[src/hdl/gbpa_pkg.sv]
// Package for the grouped bitmap page allocator: field widths, op and status
// codes, controller states and the find-first-free result type.
// No dependencies; every other file of the block imports it.
package gbpa_pkg;

    // Fixed field widths of the stream payloads.
    localparam int WORD_W     = 64;
    localparam int IDX_W      = 8;
    localparam int PAGE_W     = 14;
    localparam int OP_W       = 2;
    localparam int STAT_W     = 2;
    localparam int S_TDATA_W  = 72;
    localparam int M_TDATA_W  = 80;

    // The free-bit search works on eight lanes of eight bits each.
    localparam int LANE_W     = 8;
    localparam int LANES      = WORD_W / LANE_W;
    localparam int LANE_POS_W = 3;
    localparam int POS_W      = 6;

    // Default sizing of the allocator.
    localparam int DEF_GROUP_PAGES = 64;
    localparam int DEF_MAX_GROUPS  = 256;

    typedef enum logic [OP_W-1:0] {
        OP_ALLOC   = 2'd0,
        OP_RESTORE = 2'd1,
        OP_READ    = 2'd2,
        OP_NONE    = 2'd3
    } op_t;

    typedef enum logic [STAT_W-1:0] {
        ST_OK    = 2'd0,
        ST_FULL  = 2'd1,
        ST_RANGE = 2'd2
    } status_t;

    typedef enum logic [1:0] {
        STATE_IDLE = 2'd0,
        STATE_SCAN = 2'd1,
        STATE_READ = 2'd2,
        STATE_RESP = 2'd3
    } state_t;

    // Outcome of the free-bit search over one group word.
    typedef struct packed {
        logic             found;
        logic [POS_W-1:0] pos;
    } ffz_result_t;

endpackage

[src/hdl/gbpa_ffz.sv]
// Lowest free page search in one group word, header bit excluded.
// Depends on gbpa_pkg for widths and the result struct.
module gbpa_ffz #(
    parameter int GROUP_PAGES = gbpa_pkg::DEF_GROUP_PAGES
) (
    input  logic [gbpa_pkg::WORD_W-1:0] word,
    output gbpa_pkg::ffz_result_t       result
);
    import gbpa_pkg::*;

    localparam logic [WORD_W-1:0] WORD_MASK = {WORD_W{1'b1}} >> (WORD_W - GROUP_PAGES);

    logic [WORD_W-1:0]     free_bits;
    logic [LANES-1:0]      lane_any;
    logic [LANE_POS_W-1:0] lane_pos [LANES];

    // A page is free when its bit is clear; bit 0 is the header page and never free.
    assign free_bits = ~word & WORD_MASK & ~WORD_W'(1);

    // Lowest free bit inside each lane.
    always_comb begin
        for (int l = 0; l < LANES; l++) begin
            lane_any[l] = |free_bits[l*LANE_W +: LANE_W];
            lane_pos[l] = '0;
            for (int b = LANE_W - 1; b >= 0; b--) begin
                if (free_bits[l*LANE_W + b]) begin
                    lane_pos[l] = LANE_POS_W'(b);
                end
            end
        end
    end

    // Lowest lane that holds a free bit.
    always_comb begin
        result.found = |lane_any;
        result.pos   = '0;
        for (int l = LANES - 1; l >= 0; l--) begin
            if (lane_any[l]) begin
                result.pos = {LANE_POS_W'(l), lane_pos[l]};
            end
        end
    end

endmodule

[config.mk]
export PLATFORM = sky130hd
export DESIGN_NAME = gbpa_ffz
export DESIGN_NICKNAME = d
export VERILOG_FILES = /design/src/hdl/gbpa_pkg.sv /design/src/hdl/gbpa_ffz.sv
export SDC_FILE = /design/constraint.sdc
export NUM_CORES = 1
export LEC_CHECK = 0
export ABC_CLOCK_PERIOD_IN_PS = 1600
export BUFFER_PORTS_ARGS = -buffer_cell sky130_fd_sc_hd__buf_4
export CAP_MARGIN = 20
export CORE_UTILIZATION = 35
export DETAILED_ROUTE_END_ITERATION = 6
export PLACE_DENSITY = 0.78
export SETUP_SLACK_MARGIN = 0.1
export SLEW_MARGIN = 40
export SYNTH_ARGS = -nofsm -noshare
export SYNTH_HDL_FRONTEND = slang
export SYNTH_SLANG_ARGS = --single-unit
[constraint.sdc]
create_clock -name vclk -period 1.6
set_clock_uncertainty 0.2 [all_clocks]
set_input_delay 0.24 -clock vclk [all_inputs]
set_output_delay 0.24 -clock vclk [all_outputs]
set_load 0.01 [all_outputs]
==> results of run 1 <==
cell usage after synthesis:
cell type	n	area, um^2
a2111oi_0	2	17.52
a211o_1	2	17.52
a21boi_0	2	15.01
a21oi_1	7	35.03
a311oi_1	1	8.760
a31oi_1	10	62.56
a41o_1	1	10.01
and3_1	1	6.260
and4_1	3	26.28
and4_4	1	11.26
inv_1	17	63.81
nand2_1	22	82.58
nand2b_1	1	6.260
nand3_1	13	65.06
nand4_1	12	75.07
nor2_1	7	26.28
nor2b_1	4	25.02
nor3_1	2	10.01
nor3_2	1	10.01
o211ai_1	1	7.510
o21a_1	1	7.510
o21ai_0	17	85.08
o21ai_1	2	10.01
o221a_2	1	11.26
o2bb2ai_1	1	8.760
o31ai_1	3	22.52
or2_1	1	6.260
or2_2	1	6.260
logic make-up after synthesis:
group	synth area share, %
AND/OR/NAND/NOR	48.23
AO/OA/AOI/OAI	43.15
buffers and inverters	8.629
per-stage QoR:
stage / setup TNS [ns] / hold slack (ns) / util [%] / instance area, um^2
3_5_place_dp: -2.033 / 0.7155 / 86.30 / 1710
3_3_place_gp: -1.926 / 0.7115 / 86.30 / 1710
2_1_floorplan: -0.2204 / 0.4087 / - / 760.7
4_1_cts: -1.786 / 0.7211 / 91.10 / 1805
per-layer routing:
layer / GRT usage [%] / GRT overflow
met5: 0 / 0
met4: 83.33 / 7
met3: 43.77 / 1
met2: 101.9 / 36
met1: 64.62 / 0
repair_timing:
action | in CTS
resized for setup | 23
gates cloned | 0
endpoints found under the hold margin | 0
hold buffers | 0
endpoints found under the setup margin | 7
setup buffers | 4
pin swaps | 15
==> metrics.txt, run 1 <==
Net Count, Synth=around 200; Yosys cell types=28; PortBufs=70; Ports=a little over 70; Placer Congestion=~0.86; Final HPWL DP=2.802 mm; worst_ep grt=result[1]; Setup WS pre-CTS=-0.4096 ns; Worst EP kind=primary output; status=stopped before the end; Stopped at=global routing; Error=[ERROR GRT-0232] Routing congestion too high. Check the congestion heatmap in the GUI.; gr ovfl total=44; Die W=roughly 48 um; Cells after Synth=~140; Syn. warnings=0; Overall Global Routing Usage=between 70% and 80%; Syn Area/Cell=5.398 um^2; Initial Utilization=a little under two fifths; largest net degree at the start of global routing=5; sequential share of the synthesized area=0%; Rows=16; placed insts=~290; Die Height=around 48 um; synthesized cell area=around 740 um^2
==> inputs of run 2 (changes only) <==
--- a/config.mk
+++ b/config.mk
@@ -5,13 +5,13 @@
 export SDC_FILE = /design/constraint.sdc
 export NUM_CORES = 1
 export LEC_CHECK = 0
-export ABC_CLOCK_PERIOD_IN_PS = 1600
+export ABC_CLOCK_PERIOD_IN_PS = 2100
 export BUFFER_PORTS_ARGS = -buffer_cell sky130_fd_sc_hd__buf_4
 export CAP_MARGIN = 20
-export CORE_UTILIZATION = 35
+export CORE_AREA = 2 2 63 65
 export DETAILED_ROUTE_END_ITERATION = 6
-export PLACE_DENSITY = 0.78
-export SETUP_SLACK_MARGIN = 0.1
+export DIE_AREA = 0 0 65 67
+export PLACE_DENSITY_LB_ADDON = 0.15
 export SLEW_MARGIN = 40
 export SYNTH_ARGS = -nofsm -noshare
 export SYNTH_HDL_FRONTEND = slang
==> constraint.sdc (replaced) <==
create_clock -name vclk -period 2.1
set_clock_uncertainty 0.2 [all_clocks]
set_input_delay 0.315 -clock vclk [all_inputs]
set_output_delay 0.315 -clock vclk [all_outputs]
set_load 0.01 [all_outputs]
==> metrics.txt, run 2 <==
PortBufs=70 (unchanged); mux cell area share after synthesis=0% (unchanged); final hold vios=0; Max Cap Viol=0; cell taking the most area after synthesis=o21ai_0 (unchanged); Hold WC Path Type=primary input to output pin; Vias/cell=between 4 and 5; Least-Margin Pin Slew=roughly 0.35 ns; area grow syn2layout=115.6%; WL/cell=~11 um; layout net count=297; post-synthesis compound-gate area fraction=43.15% (unchanged); Peak VDD IR=roughly 47 uV; CP Launch Type=primary input; Hold Worst Slack=0.8244 ns; WS Path Type=primary input to output pin; synthesized cell area=739.5 um^2 (unchanged); most frequent cells in the layout=buf_4, nand2_1, inv_1, nand3_1, o21ai_0; Syn Area/Cell=5.398 um^2 (unchanged); dominant cell by count in the synthesized netlist=nand2_1 (unchanged); Endpoint, Worst Hold=result[0]; Die W=65 um (was 47.97 um); Non-Filler Instances=~280; sequential share of the synthesized area=0% (unchanged); register area=0 um^2; worst relative slew slack=about three quarters; post-route ant nets=0; XOR/XNOR share of the synthesized area=0% (unchanged); Overall Global Routing Usage=between 10% and 20%; Final HPWL DP=2.654 mm (was 2.802 mm); Pleak=0.7702 nW; beginning of the worst hold path=word[25]; max-slew violations=0; vias=1323; clock buffers=0; first-pass GRT wire length=4.788 mm; Rows=22 (was 16); status=finished with violations (was stopped before the end); largest net degree at the start of global routing=5; critical-path maximum fanout=3; minimum clock period=between 2 and 2.5 ns; Cells after Synth=137 (unchanged); delay-heaviest family, CP=compound AO/OA/AOI/OAI gates; CP peak stage delay=between 0.3 and 0.4 ns; fin crit share=102.3%; crit path buf inv count=2; Worst path slowest cell=a211o_4; sequential cell count=0; most instantiated cells after synthesis=nand2_1, inv_1, o21ai_0, nand3_1, nand4_1 (unchanged); post-synthesis simple-gate area fraction=48.22% (unchanged); gr ovfl total=0; Initial Utilization=20.51% (was 37.31%); CP arrival=approximately 1.6 ns; Syn. warnings=0 (unchanged); share of layout cells above drive strength 1=between 40% and 50%; drc violations=0; drt initial violations=65; Final Util=between 40% and 50%; Adder-Cell Fraction of Synth Area=0% (unchanged); final setup margin=-0.04758 ns; die footprint=4355 um^2; Yosys cell types=28 (unchanged); vias in the first global route=roughly 1100; final WL=slightly above 3 mm; # diodes=0; Net Count, Synth=201 (unchanged); Die Height=67 um (was 47.97 um); final number of setup-violating endpoints=2; Cell Chain, Critical Path=buf_6 -> and4_4 -> a211o_4 -> a311oi_2 -> o21a_1 -> o21ai_1 -> a21oi_1 -> buf_4; Placer Congestion=0.7511 (was 0.8556); main combinational cell family by area after synthesis=simple AND/OR/NAND/NOR gates (unchanged); Pwr per Cell Area=135.0 nW/um^2; failing checks=setup timing; placed insts=277 (was 286); FMAX=approximately 470 MHz; initial antenna violation count=0; synth top area cells=o21ai_0, nand2_1, nand4_1 (unchanged); CP Data Required Time=approximately 1.6 ns; hold depth=4; Pre-Repair DR Iteration Count=4; RSZ-0062 raised after global routing=true; post-cts hold buffer count=0 (unchanged); top-area cell type share of the netlist area=11.51% (unchanged); commonest non-fill, non-tap cell in the layout=buf_4; crit end category=output pin; core area=between 3000 and 4000 um^2; Ports=71 (unchanged)
## run 2: where the power goes
group          internal [mW]  total (mW)  switching (mW)
logic                  0.128       0.215          0.0870
clock network              0           0               0
registers                  0           0               0
## run 2: worst max-delay path by stage
| stage | start | endpoint | depth (start not counted) |
|---|---|---|---|
| after floorplan | word[59] | result[1] | 6 |
| after global placement | word[62] | result[1] | 8 |
| after detailed placement | word[62] | result[1] | 8 |
| after CTS | word[56] | result[1] | 8 |
| after global routing | word[50] | result[1] | 8 |
| final | word[59] | result[1] | 8 |
## run 2: logic make-up (layout without fill, tap and decap cells)
group           Yosys count  after routing
compound gates           51             51
buf+inv                  17            111
simple gates             69             69
## run 2: area by class of cell
cell class,count,area (um^2)
Multi-Input combinational cell,120,738.2
Timing Repair Buffer,94,732.0
Fill cell,386,2012
Tap cell,48,60.06
Inverter,17,63.81
## run 2: worst min-delay path: cells and delay by family
kind	cells	cell delay, ns
buffers and inverters	2	0.23
AOI/OAI and AO/OA	2	0.16
## run 2: through the flow
step	power [mW]	area, um^2	setup TNS, ns	worst slack (ns)
5_1_grt	0.2391	1594	-0.4028	-0.1833
4_1_cts	0.2088	1535	-0.1237	-0.07512
2_1_floorplan	0.05070	739.5	0	0.1205
6_report	0.2152	1594	-0.05878	-0.04758
3_3_place_gp	0.2003	1490	-0.3497	-0.1516
3_5_place_dp	0.2003	1490	-0.3453	-0.1551
## run 2: layer usage
metal,up-vias,global-route usage (%),part of all wire [%],wire (um)
li1,715,-,-,-
met1,569,19.80,49,1485
met5,-,0,0,0
met3,0,0.8446,5.8,177
met2,39,21.52,46,1391
met4,0,0,0,0
## run 2: repair_timing
action | in CTS | in global routing
setup endpoints to repair | 3 | 4
endpoints found under the hold margin | 0 | 0
pin swaps | 11 | 5
resized for setup | 13 | 11
setup buffers | 0 | 2
Power figures use the tool's default switching activity.
==> inputs of run 3 (changes only) <==
--- a/config.mk
+++ b/config.mk
@@ -16,3 +16,4 @@
 export SYNTH_ARGS = -nofsm -noshare
 export SYNTH_HDL_FRONTEND = slang
 export SYNTH_SLANG_ARGS = --single-unit
+export TNS_END_PERCENT = 30
==> metrics.txt, run 3 (synthesis results as in run 2) <==
status=finished with violations (unchanged); failing checks=setup timing (unchanged); crit end category=output pin (unchanged); share of layout cells above drive strength 1=44.54% (was 46.32%); first-pass GRT wire length=4.788 mm (unchanged); CP Data Required Time=1.58 ns (about the same); Final HPWL DP=2.654 mm (unchanged); crit path launch=word[56] (was word[59]); drc violations=0 (unchanged); largest net degree at the start of global routing=5 (unchanged); WS Path Type=primary input to output pin (unchanged); beginning of the worst hold path=word[1] (was word[25]); Final TNS setup=-0.07372 ns (was -0.05878 ns); Placer Congestion=0.7511 (unchanged); Pre-Repair DR Iteration Count=4 (unchanged); Initial Utilization=20.51% (unchanged); final WL=2.940 mm (was 3.054 mm); CP arrival=1.64 ns (was 1.63 ns); gr ovfl total=0 (unchanged); Final Instance Area=1544 um^2 (was 1594 um^2); most frequent cells in the layout=buf_4, nand2_1, inv_1, o21ai_0, nand3_1 (was buf_4, nand2_1, inv_1, nand3_1, o21ai_0); post-route ant nets=0 (unchanged); Pleak=0.7527 nW (was 0.7702 nW); final hold vios=0 (unchanged); max-slew violations=0 (unchanged); placed insts=277 (unchanged); commonest non-fill, non-tap cell in the layout=buf_4 (unchanged); Least-Margin Pin Slew=0.3485 ns (about the same); Die W=65 um (unchanged); dpl cell area=1490 um^2 (unchanged); FMAX=464.7 MHz (was 465.6 MHz); RSZ-0062 raised after global routing=true (unchanged); initial antenna violation count=0 (unchanged); worst relative slew slack=76.17% (unchanged); final setup margin=-0.05210 ns (was -0.04758 ns); Hold WC Path Type=primary input to output pin (unchanged); Final Total Pwr=0.2074 mW (was 0.2152 mW); core area=3606 um^2 (unchanged); Peak VDD IR=46.62 uV (was 46.78 uV); fin crit share=102.5% (was 102.3%); Rows=22 (unchanged); area grow syn2layout=108.8% (was 115.6%); Ports=71 (unchanged); minimum clock period=2.152 ns (was 2.148 ns); die footprint=4355 um^2 (unchanged); register area=0 um^2 (unchanged); drt initial violations=67 (was 65); post-cts hold buffer count=0 (unchanged); WL/cell=10.61 um (was 10.95 um); vias in the first global route=1120 (unchanged); Die Height=67 um (unchanged); Overall Global Routing Usage=13.14% (unchanged); sequential cell count=0 (unchanged); Max Cap Viol=0 (unchanged); Pwr per Cell Area=134.3 nW/um^2 (was 135.0 nW/um^2); layout net count=295 (was 297); final number of setup-violating endpoints=2 (unchanged); CP Launch Type=primary input (unchanged); clock buffers=0 (unchanged); PortBufs=70 (unchanged); Non-Filler Instances=277 (was 279); Vias/cell=4.736 (was 4.742); # diodes=0 (unchanged); critical-path maximum fanout=3 (unchanged); vias=1312 (was 1323)
[run 3: worst max-delay path, stage by stage]
cell and delay [ns]:
buf_6 0.09, and4_4 0.18, a211o_1 0.36, a311oi_2 0.21, o21a_1 0.14, o21ai_1 0.07
a21oi_1 0.13, buf_4 0.14
[run 3: routing by layer]
| layer | vias to the layer above | track usage, % | part of all wire (%) |
|---|---|---|---|
| met4 | 0 | 0 | 0 |
| met3 | 0 | 0.8446 | 6.9 |
| met1 | 558 | 19.80 | 49 |
| li1 | 711 | - | - |
| met5 | - | 0 | 0 |
| met2 | 43 | 21.52 | 44 |
[run 3: power by group]
group          internal, mW  leakage (nW)  total, mW  switching [mW]
Clock                     0             0          0               0
Combinational         0.123         0.753      0.207          0.0843
Sequential                0             0          0               0
[run 3: what timing repair did]
action                     4_1_cts  5_1_grt
gates cloned                     0        0
setup buffers                    0        0
pin swaps                       10        0
setup endpoints to repair        3        4
gates resized for setup         13        2
[run 3: layout make-up]
cell class	count	area [um^2]
Multi-Input combinational cell	120	718.2
Tap cell	48	60.06
Fill cell	391	2062
Timing Repair Buffer	92	701.9
Inverter	17	63.81
[run 3: final timing paths]
kind,to,slack (ns),cells after the start
worst min-delay path,result[1],0.83,4
worst max-delay path,result[1],-0.05,8
[run 3: per-stage QoR]
stage	utilization (%)	setup slack, ns	hold slack (ns)
2_1_floorplan	-	0.1205	0.5552
3_3_place_gp	41.33	-0.1516	0.8183
3_5_place_dp	41.33	-0.1551	0.8171
4_1_cts	42.57	-0.07514	0.8196
5_1_grt	42.82	-0.1844	0.8528
6_report	42.82	-0.05210	0.8310
==> inputs of run 4 (changes only) <==
--- a/config.mk
+++ b/config.mk
@@ -12,6 +12,7 @@
 export DETAILED_ROUTE_END_ITERATION = 6
 export DIE_AREA = 0 0 65 67
 export PLACE_DENSITY_LB_ADDON = 0.15
+export SETUP_SLACK_MARGIN = 0.05
 export SLEW_MARGIN = 40
 export SYNTH_ARGS = -nofsm -noshare
 export SYNTH_HDL_FRONTEND = slang
==> metrics.txt, run 4 (synthesis results as in run 2) <==
Pre-Repair DR Iteration Count=4 (unchanged); failing checks=setup timing (unchanged); Final Total Pwr=0.2135 mW (was 0.2074 mW); Vias/cell=4.713 (was 4.736); CP peak stage delay=0.36 ns (about the same); RSZ-0062 raised after global routing=true (unchanged); final hold vios=0 (unchanged); max-slew violations=0 (unchanged); sequential cell count=0 (unchanged); first-pass GRT wire length=4.788 mm (unchanged); Pwr per Cell Area=134.4 nW/um^2 (was 134.3 nW/um^2); gr ovfl total=0 (unchanged); WS Path Type=primary input to output pin (unchanged); post-cts hold buffer count=0 (unchanged); Final Util=44.03% (was 42.82%); Worst path slowest cell=a211o_4 (was a211o_1); final number of setup-violating endpoints=2 (unchanged); initial antenna violation count=0 (unchanged); WL/cell=10.86 um (was 10.61 um); Die W=65 um (unchanged); CP Launch Type=primary input (unchanged); fillers=388 (was 391); vias=1315 (was 1312); clock buffers=0 (unchanged); commonest non-fill, non-tap cell in the layout=buf_4 (unchanged); crit path buf inv count=2 (unchanged); vias in the first global route=1120 (unchanged); drc violations=0 (unchanged); Die Height=67 um (unchanged); Hold WC Path Type=primary input to output pin (unchanged); drt initial violations=55 (was 67); delay-heaviest family, CP=compound AO/OA/AOI/OAI gates (unchanged); placed insts=277 (unchanged); most frequent cells in the layout=buf_4, nand2_1, inv_1, o21ai_0, nand3_1 (unchanged); Final HPWL DP=2.654 mm (unchanged); die footprint=4355 um^2 (unchanged); Ports=71 (unchanged); Initial Utilization=20.51% (unchanged); Rows=22 (unchanged); register area=0 um^2 (unchanged); core area=3606 um^2 (unchanged); # diodes=0 (unchanged); final WL=3.030 mm (was 2.940 mm); PortBufs=70 (unchanged); CP Data Required Time=1.58 ns (about the same); minimum clock period=2.145 ns (was 2.152 ns); share of layout cells above drive strength 1=45.89% (was 44.54%); crit end category=output pin (unchanged); Max Cap Viol=0 (unchanged); layout net count=297 (was 295); Cell Chain, Critical Path=buf_6 -> and4_4 -> a211o_4 -> a311oi_2 -> o21a_1 -> o21ai_1 -> a21oi_1 -> buf_4 (was buf_6 -> and4_4 -> a211o_1 -> a311oi_2 -> o21a_1 -> o21ai_1 -> a21oi_1 -> buf_4); largest net degree at the start of global routing=5 (unchanged); Pleak=0.7698 nW (was 0.7527 nW); critical-path maximum fanout=3 (unchanged); Overall Global Routing Usage=13.14% (unchanged); final setup margin=-0.04481 ns (was -0.05210 ns); Placer Congestion=0.7511 (unchanged); Setup WS pre-CTS=-0.1551 ns (unchanged); CP arrival=1.63 ns (was 1.64 ns); status=finished with violations (unchanged); FMAX=466.2 MHz (was 464.7 MHz); post-route ant nets=0 (unchanged); Multi-input gate area=732.0 um^2 (was 718.2 um^2); Non-Filler Instances=279 (was 277); Least-Margin Pin Slew=0.3485 ns (about the same); Peak VDD IR=46.78 uV (was 46.62 uV); worst relative slew slack=76.17% (unchanged); area grow syn2layout=114.7% (was 108.8%); fin crit share=102.1% (was 102.5%)
[run 4: changes by cell type in the layout (fill, tap and decap cells not counted), sizes merged]
cell | before | now
buf | 92 | 94
[run 4: repair_timing]
item                                    in CTS  in global routing
pin swaps                                   10                  6
endpoints found under the setup margin       3                  7
resized for setup                           13                  9
setup buffers                                0                  2
[run 4: area by class of cell]
| type | count | area share [%] |
|---|---|---|
| inverters | 17 | 4.019 |
| multi-input cells | 120 | 46.10 |
| well taps | 48 | 3.783 |
| repair buffers | 94 | 46.10 |
[run 4: through the flow]
step	hold slack [ns]	area [um^2]	TNS, ns
after CTS	0.8196	1535	-0.1232
after global routing	0.8522	1588	-0.4115
after global placement	0.8183	1490	-0.3497
final	0.8244	1588	-0.06291
after detailed placement	0.8171	1490	-0.3453
after floorplan	0.5552	739.5	0
[run 4: layer usage]
| metal | part of all wire (%) | global-route usage, % | vias to the layer above |
|---|---|---|---|
| met5 | 0 | 0 | - |
| met4 | 0 | 0 | 0 |
| met3 | 5.8 | 0.8446 | 0 |
| met2 | 45 | 21.52 | 39 |
| met1 | 49 | 19.80 | 561 |
| li1 | - | - | 715 |
[run 4: path summary, 6_finish.rpt]
path	start	to	slack, ns	cells past startpoint
worst max-delay path	word[59]	result[1]	-0.04	8
worst min-delay path	word[25]	result[0]	0.82	4
[run 4: where the power goes]
| part | internal [mW] | total, mW | switching (mW) |
|---|---|---|---|
| Sequential | 0 | 0 | 0 |
| Clock | 0 | 0 | 0 |
| Combinational | 0.128 | 0.213 | 0.0858 |
